`config.mk`:
```
export PLATFORM = sky130hd
export DESIGN_NAME = wpmh_finalize
export DESIGN_NICKNAME = d
export VERILOG_FILES = /design/src/hw/rtl/wpmh_pkg.sv /design/src/hw/rtl/wpmh_finalize.sv
export SDC_FILE = /design/constraint.sdc
export NUM_CORES = 1
export LEC_CHECK = 0
export BUFFER_PORTS_ARGS = -buffer_cell sky130_fd_sc_hd__buf_2
export CAP_MARGIN = 25
export CORE_MARGIN = 3
export CORE_UTILIZATION = 61
export CTS_CLUSTER_SIZE = 40
export DETAILED_ROUTE_END_ITERATION = 10
export PLACE_DENSITY = 0.81
export SYNTH_ARGS = -nofsm -noshare
export SYNTH_HDL_FRONTEND = slang
export SYNTH_SLANG_ARGS = --single-unit
```
`constraint.sdc`:
```
create_clock -name clk -period 9.2 [get_ports clk]
set_clock_uncertainty 0.15 [all_clocks]
set_input_delay 0.46 -clock clk [delete_from_list [all_inputs] [get_ports clk]]
set_output_delay 0.46 -clock clk [all_outputs]
set_load 0.02 [all_outputs]
```
`src/hw/rtl/wpmh_pkg.sv`:
```
`default_nettype none
package wpmh_pkg;

  // Element and value widths
  localparam int ELEM_BITS   = 16;
  localparam int WEIGHT_BITS = 16;
  localparam int LEVEL_BITS  = 16;
  localparam int RATE_BITS   = 16;

  // Accumulator widths
  localparam int ABS_BITS = 32;
  localparam int SQ_BITS  = 47;
  localparam int CNT_BITS = 17;
  localparam int MAGSQ_BITS = 2 * WEIGHT_BITS - 1;

  // Divider remainder width and step counter width
  localparam int REM_BITS  = CNT_BITS + 1;
  localparam int STEP_BITS = $clog2(SQ_BITS);

  // Threshold width (mean in Q16.12 plus rate times deviation, clamped at zero)
  localparam int THR_BITS = 32;
  localparam int CMP_BITS = THR_BITS + 5;

  typedef enum logic [1:0] {
    FUNC_ACCUM  = 2'd0,
    FUNC_FINAL  = 2'd1,
    FUNC_UPDATE = 2'd2,
    FUNC_READ   = 2'd3
  } func_t;

  typedef enum logic [1:0] {
    S_CLEAR,
    S_IDLE,
    S_EXEC,
    S_FIN
  } top_state_t;

  typedef enum logic [2:0] {
    FIN_IDLE,
    FIN_DIV_ABS,
    FIN_DIV_SQ,
    FIN_SQUARE,
    FIN_VAR,
    FIN_ROOT,
    FIN_DONE
  } fin_state_t;

  typedef struct packed {
    logic                  done;
    logic [LEVEL_BITS-1:0] mean;
    logic [LEVEL_BITS-1:0] dev;
  } fin_res_t;

endpackage
`default_nettype wire

```
`src/hw/rtl/wpmh_finalize.sv`:
```
`default_nettype none
module wpmh_finalize import wpmh_pkg::*; (
  input  logic                clk,
  input  logic                rst,
  input  logic                start,
  input  logic [ABS_BITS-1:0] abs_sum,
  input  logic [SQ_BITS-1:0]  square_sum,
  input  logic [CNT_BITS-1:0] count,
  output fin_res_t            res
);

  fin_state_t state, state_next;

  logic [CNT_BITS-1:0]   n;
  logic [SQ_BITS-1:0]    dvd;
  logic [REM_BITS-1:0]   rem;
  logic [STEP_BITS-1:0]  step;
  logic [LEVEL_BITS-1:0] mean;
  logic [2*LEVEL_BITS-1:0] msq;
  logic [SQ_BITS-1:0]    x;
  logic [SQ_BITS-1:0]    r;
  logic [SQ_BITS-1:0]    rbit;

  logic [REM_BITS-1:0] rem_shift;
  logic                rem_ge;
  logic [REM_BITS-1:0] rem_sub;
  logic [SQ_BITS-1:0]  quot_next;
  logic                last_step;
  logic [SQ_BITS-1:0]  trial;
  logic                root_ge;
  logic [SQ_BITS-1:0]  msq_ext;

  // One restoring divide step per cycle
  assign rem_shift = {rem[REM_BITS-2:0], dvd[SQ_BITS-1]};
  assign rem_ge    = rem_shift >= {1'b0, n};
  assign rem_sub   = rem_shift - {1'b0, n};
  assign quot_next = {dvd[SQ_BITS-2:0], rem_ge};
  assign last_step = step == STEP_BITS'(SQ_BITS - 1);

  // One square root digit per cycle
  assign trial   = r + rbit;
  assign root_ge = x >= trial;
  assign msq_ext = {{(SQ_BITS - 2*LEVEL_BITS){1'b0}}, msq};

  always_ff @(posedge clk) begin
    if (rst) begin
      state <= FIN_IDLE;
    end else begin
      state <= state_next;
    end
  end

  always_comb begin
    state_next = state;
    case (state)
      FIN_IDLE:    if (start) state_next = FIN_DIV_ABS;
      FIN_DIV_ABS: if (last_step) state_next = FIN_DIV_SQ;
      FIN_DIV_SQ:  if (last_step) state_next = FIN_SQUARE;
      FIN_SQUARE:  state_next = FIN_VAR;
      FIN_VAR:     state_next = FIN_ROOT;
      FIN_ROOT:    if (rbit[0]) state_next = FIN_DONE;
      FIN_DONE:    state_next = FIN_IDLE;
      default:     state_next = FIN_IDLE;
    endcase
  end

  always_ff @(posedge clk) begin
    case (state)
      FIN_IDLE: begin
        n    <= count;
        dvd  <= {{(SQ_BITS - ABS_BITS){1'b0}}, abs_sum};
        rem  <= '0;
        step <= '0;
      end
      FIN_DIV_ABS: begin
        rem  <= rem_ge ? rem_sub : rem_shift;
        step <= step + 1'b1;
        dvd  <= quot_next;
        if (last_step) begin
          mean <= (|quot_next[SQ_BITS-1:LEVEL_BITS]) ? '1 : quot_next[LEVEL_BITS-1:0];
          dvd  <= square_sum;
          rem  <= '0;
          step <= '0;
        end
      end
      FIN_DIV_SQ: begin
        rem  <= rem_ge ? rem_sub : rem_shift;
        step <= step + 1'b1;
        dvd  <= quot_next;
      end
      FIN_SQUARE: begin
        msq <= {{LEVEL_BITS{1'b0}}, mean} * {{LEVEL_BITS{1'b0}}, mean};
      end
      FIN_VAR: begin
        x    <= (dvd > msq_ext) ? dvd - msq_ext : '0;
        r    <= '0;
        rbit <= {1'b1, {(SQ_BITS - 1){1'b0}}};
      end
      FIN_ROOT: begin
        if (root_ge) begin
          x <= x - trial;
          r <= (r >> 1) + rbit;
        end else begin
          r <= r >> 1;
        end
        rbit <= rbit >> 2;
      end
      default: begin
      end
    endcase
  end

  assign res.done = state == FIN_DONE;
  assign res.mean = mean;
  assign res.dev  = (|r[SQ_BITS-1:LEVEL_BITS]) ? '1 : r[LEVEL_BITS-1:0];

endmodule
`default_nettype wire

```
**Word-level counts from Yosys, hierarchy flattened**

Index checks and enable logic that the tools add are counted.

- Word-level logic and storage cells: 59
- Input port bits: 99
- Register bits: 279
- Output and inout bits: 33

- Reduce and logical (&&, ||, !) cells: 8
- Add/sub/neg operators: 6
- Multiplexer cells: 19
- Eq/ne operators: 12
- Magnitude comparators: 3
- $mul: 1

Operators with widths:

| kind | count |
|---|---|
| 47-bit one-hot mux with 2 select lines | 3 |
| 47-bit 2-to-1 mux | 4 |
| 47-bit one-hot mux with 3 select lines | 1 |
| 31-bit OR reduction | 2 |
| 17-bit one-hot mux with 3 select lines | 1 |
| 46-bit by 47-bit adder with 47-bit output | 1 |
| 47-bit adder | 1 |
| 47-bit >= comparator | 1 |
| 47-bit by 32-bit greater-than comparator with 1-bit output | 1 |
| 47-bit by 32-bit subtractor with 47-bit output | 1 |
| 47-bit subtractor | 1 |
| 17-bit 2-to-1 mux | 2 |
| 16-bit by 16-bit multiplier with 32-bit output | 1 |
| 18-bit by 17-bit >= comparator with 1-bit output | 1 |
| 3-bit one-hot mux with 6 select lines | 1 |
| 6-bit one-hot mux with 3 select lines | 1 |
| 17-bit subtractor | 1 |
| 16-bit 2-to-1 mux | 1 |
| 3-bit 2-to-1 mux | 4 |
| 2-bit inequality test (second input constant) | 5 |
| 3-bit equality test (second input constant) | 3 |
| 6-bit by 1-bit adder with 6-bit output (second input constant) | 1 |
| 3-bit by 2-bit equality test with 1-bit output (second input constant) | 2 |
| 6-bit equality test (second input constant) | 1 |
| other kinds (7) | 8 |

**Longest topological paths before layout**

Gate-level depths: netlist of the first run.

- Depth after elaboration: 4
- Mapped depth: 26
- Mapped depth without buffers: 25

**Worst setup path before layout of the first run**

Ideal clock, no wire load.

- Kind: reg2reg
- Start point: register mean[1]
- End point: register msq[30] (data pin)
- Data arrival time: 6.280 ns
- Cell stages (with the launch flop): 24
- Slack: 2.508 ns
- Period minus slack after synthesis: 6.692 ns
- Buffers on the path: 2
- Setup time: 0.262 ns
- Cell sequence: edfxtp_1 > clkbuf_1 > clkbuf_1 > nand2_1 > fa_1 > fa_1 > inv_1 > fa_1 > fa_1 > fa_1 > inv_1 > fa_1 > inv_1 > ha_1 > a21o_1 > a21o_1 > a21oi_1 > o21ai_0 > a31oi_1 > or4b_1 > a31o_1 > a21oi_1 > o21ai_1 > xor2_1

- Word-level cells in the longest chain between the ends: 1

RTL lines:

| item | RTL line | text |
|---|---|---|
| start, declared | wpmh_finalize.sv:18 | `logic [LEVEL_BITS-1:0] mean;` |
| start signal, assigned | wpmh_finalize.sv:80 | `mean <= (\|quot_next[SQ_BITS-1:LEVEL_BITS]) ? '1 : quot_next[LEVEL_BITS-1:0];` |
| 16-bit by 16-bit multiplier with 32-bit output | wpmh_finalize.sv:92 | `msq <= {{LEVEL_BITS{1'b0}}, mean} * {{LEVEL_BITS{1'b0}}, mean};` |
| end signal, assigned | wpmh_finalize.sv:92 |  |
| end, declared | wpmh_finalize.sv:19 | `logic [2*LEVEL_BITS-1:0] msq;` |

No other way between the ends.
A chain may end at the register's enable or synchronous reset.

**Worst setup path after layout of the first run**

- Start point: register mean[13]
- End point: register msq[30] (data pin)

Same word-level chain as after synthesis.

==> metrics.md, run 1 <==
| Metric | Value |
|---|---|
| Final Hold Vio Count | `0` |
| Clk pin slew, worst setup/hold paths | `0.06 ns` |
| Worst Path Buf+Inv | `4` |
| Die ar. | `45700 sq um` |
| Async SR Flop Fraction | `0%` |
| Antenna Violating Nets Remaining | `0` |
| Most frequent cell after synthesis | `inv_1` |
| Fmax | `140 MHz` |
| Critical path startpoint category | `register` |
| Maximum VDD drop | `between 0.1 and 0.15 mV` |
| Initial antenna violation count | `1` |
| Number of flops mapped to enable cells by yosys | `around 250` |
| Fin crit period | `between 7 and 8 ns` |
| Clock Root Buffer | `clkbuf_16` |
| Cts bufs inserted | `30` |
| Min-delay worst type | `primary input to register` |
| Setup crit end kind | `register` |
| Outcome | `finished, final reports clean` |
| DRC Markers | `0` |
| CP max stage delay | `0.77 ns` |
| Clock sink count | `255` |
| GPL Wtd Cong | `0.956` |
| Setup Crit Path Kind | `register to register` |
| Initial Utilization | `62.2%` |
| Synth top area share | `28.7%` |
| Cells after Synth | `2846` |
| Post-CTS Setup Bufs | `0` |
| Max-slew violations | `0` |
| Netlist cell types | `90` |
| DRT iter0 DRCs | `1915` |
| Vias in the first global route | `21700` |
| CTS tree | `yes` |
| Die height | `214 um` |
| Worst Path Required | `9.40 ns` |
| Largest net degree at the start of global routing | `74` |
| Cell taking the most area after synthesis | `edfxtp_1` |
| Gr ovfl total | `0` |
| Synth top area cells | `edfxtp_1, fa_1, ha_1, inv_1, nand2_1` |
| Slowest stage cell, crit path | `edfxtp_1` |
| DR vias | `~22000` |
| Leakage | `roughly 13 nW` |
| Syn-to-layout area delta | `11.1%` |
| Post-synth top cells | `inv_1, nand2_1, edfxtp_1` |
| Share of cells above drive strength 1 | `9.89%` |
| CP arrival | `7.34 ns` |
| Flops & latches, synth | `255` |
| Rel. slew slack | `35.8%` |
| Worst-path fanout max | `17` |
| GRT Util Overall | `29.7%` |
| DIE WIDTH | `214 um` |
| Fin nets | `between 3000 and 4000` |
| Clk_lat worst skew | `around 0.60 ns` |
| Worst r2r src | `mean[13]` |
| H-tree Lvls | `1` |
| Routed Wire Length | `68000 um` |
| Average size of a mapped cell | `between 9 and 10 sq um` |
| Core area | `42300 sq um` |
| Tcrit/Tclk final | `77.6%` |
| Crit-path leading delay family | `adder cells` |
| Yosys Warn Count | `0` |
| Critical path depth | `23` |
| Vias/cell | `6.02` |
| I/O Pins | `132` |
| Post-Synthesis Net Count | `3357` |
| RSZ-0062 raised after global routing | `no` |
| Hold Path Depth | `3` |
| Fillcell total | `about 3200` |
| Row count | `between 70 and 80` |
| Worst reg2reg path depth | `23` |
| # setup viols final | `0` |
| Hold path start | `abs_sum[6]` |
| Post-Syn Area | `26300 sq um` |
| Core Util, Final | `69.1%` |
| R2r endpoint | `msq[30]` |
| Top_reg_cell synth | `edfxtp_1` |
| Register area share after synthesis | `29.0%` |
| Setup tns final | `0 ns` |
| Longest Clk Path Bufs | `3` |
| Power Dens Cells | `102 nW/um^2` |
| Drt pass-1 iters | `5` |
| First-pass GRT wire length | `109000 um` |
| Max Cap Violations | `0` |
| Hold EP | `dvd[6]` |
| Routed len/inst | `18.9 um` |
| R2r setup slk | `2.06 ns` |
| CP most frequent cell | `fa_1` |
| Slew @ Worst Pin | `0.963 ns` |
| Hpwl dp | `52200 um` |
| # port buffers | `131` |
| CP Cell Sequence | `inv_1, nor2_1, ha_1, xor2_1, fa_1, inv_1, fa_1, fa_1, fa_1, inv_1, fa_1, inv_1, ha_1, a21o_1, a21o_1, a21oi_1, o21ai_0, a31oi_1, or4b_1, a31o_1, a21oi_1, o21ai_1, xor2_1` |
## state kept, by name (all words and copies together) (netlist names)
name,flops
state,3
step,6
x,47
mean,16
n,17
r,47
msq,31
rem,17
dvd,47
rbit,24
## metrics by stage
step | instances | total power, mW | instance area [sq um] | setup slack (ns) | hold slack [ns]
finish | 3592 | 2.99 | 29300 | 2.06 | 0.0231
global route | 3590 | 3.07 | 29300 | 1.75 | 0.0266
CTS | 3590 | 2.99 | 29300 | 2.13 | 0.000527
detailed placement | 3460 | 1.67 | 27400 | 2.17 | 0.439
global placement | 3457 | 1.66 | 27400 | 2.29 | 0.432
floorplan | 2846 | 1.57 | 26300 | 2.51 | 0.362
## placed cells by master, fill, tap and decap left out, types with 30 or more instances in the layout
cell type / Yosys / layout
nor3_1: 35 / 34
nor2_1: 184 / 183
edfxtp_1: 252 / 252
o21ai_0: 83 / 83
nand2_1: 309 / 308
a31oi_1: 50 / 50
xor2_1: 98 / 98
clkbuf_16: 0 / 30
and3_1: 35 / 35
inv_1: 333 / 333
xnor2_1: 124 / 124
buf_2: 11 / 131
nand3_1: 62 / 62
fa_1: 164 / 164
a21oi_1: 168 / 166
o22ai_2: 31 / 31
nand4_1: 45 / 45
and2_1: 53 / 52
a211oi_1: 33 / 33
a21o_1: 60 / 60
ha_1: 248 / 248
dlygate4sd3_1: 0 / 75
## report_power, final
group | switching [mW] | internal (mW)
registers | 0.0303 | 1.30
logic | 0.195 | 0.161
clock network | 0.509 | 0.792
## cell type report
class	instances	area, sq um	area share (%)
timing repair buffer	224	1590	5.42
multi-input combinational	2143	17000	58.1
antenna	2	5.00	0.0171
inverter	336	1260	4.31
clock buffer	35	769	2.63
tap	577	722	2.47
clock inverter	20	285	0.975
sequential	255	7630	26.1
## worst max path at each step
stage,endpoint,start,slack [ns]
finish,msq[30],mean[13],2.06
global route,msq[30],mean[13],1.75
CTS,msq[30],mean[13],2.13
detailed placement,msq[30],mean[13],2.17
global placement,msq[30],mean[3],2.29
floorplan,msq[30],mean[1],2.51
## timing repair
action                                  CTS  global route
hold buffers                             75             0
resized for setup                         0             0
hold endpoints to repair                 56             0
endpoints found under the setup margin    0             0
## logic make-up (layout without fill, tap and decap cells)
| group | after synthesis | in the layout | share of synthesized area (%) |
|---|---|---|---|
| adders and majority gates | 412 | 412 | 24.3 |
| AOI/OAI and AO/OA | 629 | 629 | 16.4 |
| muxes | 18 | 18 | 0.689 |
| xor gates and xnor gates | 222 | 222 | 7.39 |
| and+or+nand+nor | 862 | 862 | 15.6 |
| DFF | 255 | 255 | 29.0 |
| other | 0 | 2 | 0 |
| buffers and inverters | 448 | 615 | 6.63 |
## tightest hold or removal path, cell delays in order
cell	delay [ns]
buf_2	0.08
nand2_1	0.04
nand3_1	0.07
## metal layers
metal / track usage (%) / share of wire [%] / vias up
li1: - / - / 10200
met5: 0 / 0 / -
met4: 12.2 / 4.5 / 0
met3: 3.83 / 5.9 / 156
met1: 38.8 / 41 / 10500
met2: 50.4 / 48 / 782
Power figures use the tool's default switching activity.
==> run 2, diff against run 1 <==
ABC_AREA = 1   (was unset)
CORE_UTILIZATION = 59   (was 61)
PLACE_DENSITY = 0.82   (was 0.81)
clock period = 6.3 ns   (was 9.2 ns; I/O delays follow)
==> run 2 against run 1 <==
- die area is 24% higher
- sequential power is 130% higher
- cell area rose by 21%
- non-clock buffer count up 51
- worst hold slack improved by 0.10 ns
- critical path type unchanged
- combinational power grew to 18 times the previous value
- utilization decreased by 2.3 points
- sequential share of layout area is 4.5 points lower
- worst setup slack worse by 1.8 ns
- highest routed layer is now met5
- register-to-register slack got worse by 1.8 ns
- flip-flop and latch count stayed put
- cell count is 57% higher
==> metrics.md, run 2 <==
| Metric | Value |
|---|---|
| Initial antenna violation count | `7` |
| Outcome | `finished, final reports clean` |
| GPL Wtd Cong | `1.04` |
| Drt pass-1 iters | `6` |
| Place WS | `0.293 ns` |
| DRT iter0 DRCs | `3426` |
| Yosys Warn Count | `0` |
| Longest Clk Path Bufs | `3` |
| First-pass GRT wire length | `178000 um` |
| Vias in the first global route | `31500` |
| # setup viols final | `0` |
| Die ar. | `56600 sq um` |
| Power Dens Cells | `332 nW/um^2` |
| Initial Utilization | `60.0%` |
| # port buffers | `131` |
| RSZ-0062 raised after global routing | `no` |
| Min-delay worst type | `primary input to register` |
| Die height | `238 um` |
| Cts bufs inserted | `35` |
| Placed Area | `33100 sq um` |
| Hpwl dp | `90300 um` |
| Cell taking the most area after synthesis | `edfxtp_1` |
| Post-route design area | `35300 sq um` |
| Most frequent cell after synthesis | `nand2_1` |
| Final Non-Filler Cells | `about 5600` |
| Fmax | `166 MHz` |
| CTS tree | `yes` |
| Vias/cell | `5.74` |
| Crit-path leading delay family | `adder cells` |
| Post-synth top cells | `nand2_1, inv_1, nor2_1` |
| Top_reg_cell synth | `edfxtp_1` |
| Fin crit period | `6.03 ns` |
| Average size of a mapped cell | `about 6.8 sq um` |
| Routed len/inst | `20.8 um` |
| Flops & latches, synth | `255` |
| CP most frequent cell | `fa_1` |
| Maximum VDD drop | `0.614 mV` |
| CP arrival | `6.18 ns` |
| Fin nets | `roughly 5400` |
| Leakage | `~19 nW` |
| Clk pin slew, worst setup/hold paths | `0.06 ns` |
| Setup crit end kind | `register` |
| Number of flops mapped to enable cells by yosys | `between 200 and 300` |
| CP Cell Sequence | `buf_4, nand2_1, fa_1, inv_1, fa_1, fa_1, fa_1, fa_1, inv_1, fa_1, inv_1, ha_1, nand2_1, nor2_1, inv_1, nor2_1, nand4_1, nand3_1, a21oi_1, xor2_1` |
| Cells after Synth | `roughly 4700` |
| Clock Root Buffer | `clkbuf_16` |
| DRC Markers | `0` |
| Async SR Flop Fraction | `0%` |
| Worst Path Buf+Inv | `5` |
| Slew @ Worst Pin | `between 1 and 1.5 ns` |
| Worst Path Required | `6.45 ns` |
| Synth top area share | `a little under a quarter` |
| Setup Crit Path Kind | `register to register` |
| Gr ovfl total | `0` |
| Inst Count DP | `5461` |
| Resized cells post-CTS | `0` |
| Slowest stage cell, crit path | `edfxtp_1` |
| CP max stage delay | `0.61 ns` |
| WHS | `about 0.12 ns` |
| Antenna Violating Nets Remaining | `0` |
| Synth top area cells | `edfxtp_1, nand2_1, inv_1, fa_1, ha_1` |
| Post-Syn Area | `~32000 sq um` |
| Tcrit/Tclk final | `95.8%` |
| I/O Pins | `around 130` |
| Clk_lat worst skew | `0.59 ns` |
| Setup ws final | `0.266 ns` |
| Critical path startpoint category | `register` |
| Max-slew violations | `0` |
| DIE WIDTH | `238 um` |
| Total Power | `11.7 mW` |
| Share of cells above drive strength 1 | `under 10%` |
| Biggest regs | `dvd x47, r x47, x x47` |
| Commonest cells after routing, fill and taps aside | `nand2_1, inv_1, nor2_1, nand3_1, edfxtp_1` |
| GRT Util Overall | `41.3%` |
| Register area share after synthesis | `around a quarter` |
| H-tree Lvls | `2` |
| Commonest non-fill, non-tap cell in the layout | `nand2_1` |
| DR vias | `32300` |
| Core area | `52900 sq um` |
| Rel. slew slack | `32.7%` |
| Final Hold Vio Count | `0` |
| Syn-to-layout area delta | `11.4%` |
| Worst-path fanout max | `10` |
| Max Cap Violations | `0` |
| Core Util, Final | `66.9%` |
| Setup tns final | `0 ns` |
| Clock sink count | `255` |
| Post-Synthesis Net Count | `around 5200` |
| Routed Wire Length | `117000 um` |
| Largest net degree at the start of global routing | `64` |
| Row count | `84` |
| Netlist cell types | `54` |
## run 2: changes by cell type in the layout (fill, tap and decap cells not counted), moves of 63 or more
cell	before	now
o21ai_0	83	150
nand3_1	62	274
nor2_1	183	477
xnor2_1	124	61
nand2_1	308	1431
inv_1	333	942
## run 2: worst paths after layout
| path | startpoint | cells after the start | to | slack [ns] |
|---|---|---|---|---|
| worst max-delay path | mean[10] | 20 | msq[31] | 0.27 |
| worst min-delay path | start | 5 | state[1] | 0.12 |
| worst min register to register | state[0] | 2 | state[0] | 0.38 |
| worst max register to register | mean[10] | 20 | msq[31] | 0.27 |
## run 2: tightest hold or removal path, delay by kind of cell
kind	cells	cell delay (ns)
AOI/OAI and AO/OA	3	0.31
and+or+nand+nor	1	0.09
buffers and inverters	1	0.09
## run 2: layout make-up
class,instances,area [sq um]
multi-input cells,3400,20100
fillers,4758,17500
flip-flops and latches,255,7630
inverters,946,3550
repair buffers,275,2000
clock buffers,40,895
well taps,688,861
clock inverters,24,292
diodes,5,12.5
## run 2: kinds of logic after synthesis
family / share of synthesized area [%]
AO/OA/AOI/OAI: 8.22
XOR/XNOR: 4.25
adder cells (fa/ha/maj): 20.1
buffers and inverters: 12.7
flip-flops: 24.0
AND/OR/NAND/NOR: 30.7
## run 2: routing by layer
| layer | wire, um | global-route usage [%] | up-vias |
|---|---|---|---|
| li1 | - | - | 15200 |
| met1 | 42000 | 49.3 | 14800 |
| met2 | 54300 | 68.1 | 1906 |
| met3 | 11200 | 7.89 | 473 |
| met4 | 9370 | 27.6 | 6 |
| met5 | 38 | 0 | - |
## run 2: repair_timing
item,CTS,global route
hold buffers,97,0
hold endpoints to repair,67,0
setup buffers,0,6
setup endpoints to repair,0,7
## run 2: report_power, final
group	internal, mW	switching (mW)	leakage (nW)
Combinational	2.12	4.42	15.8
Sequential	2.61	0.411	2.48
Clock	1.28	0.895	0.575
Total	6.01	5.73	18.9
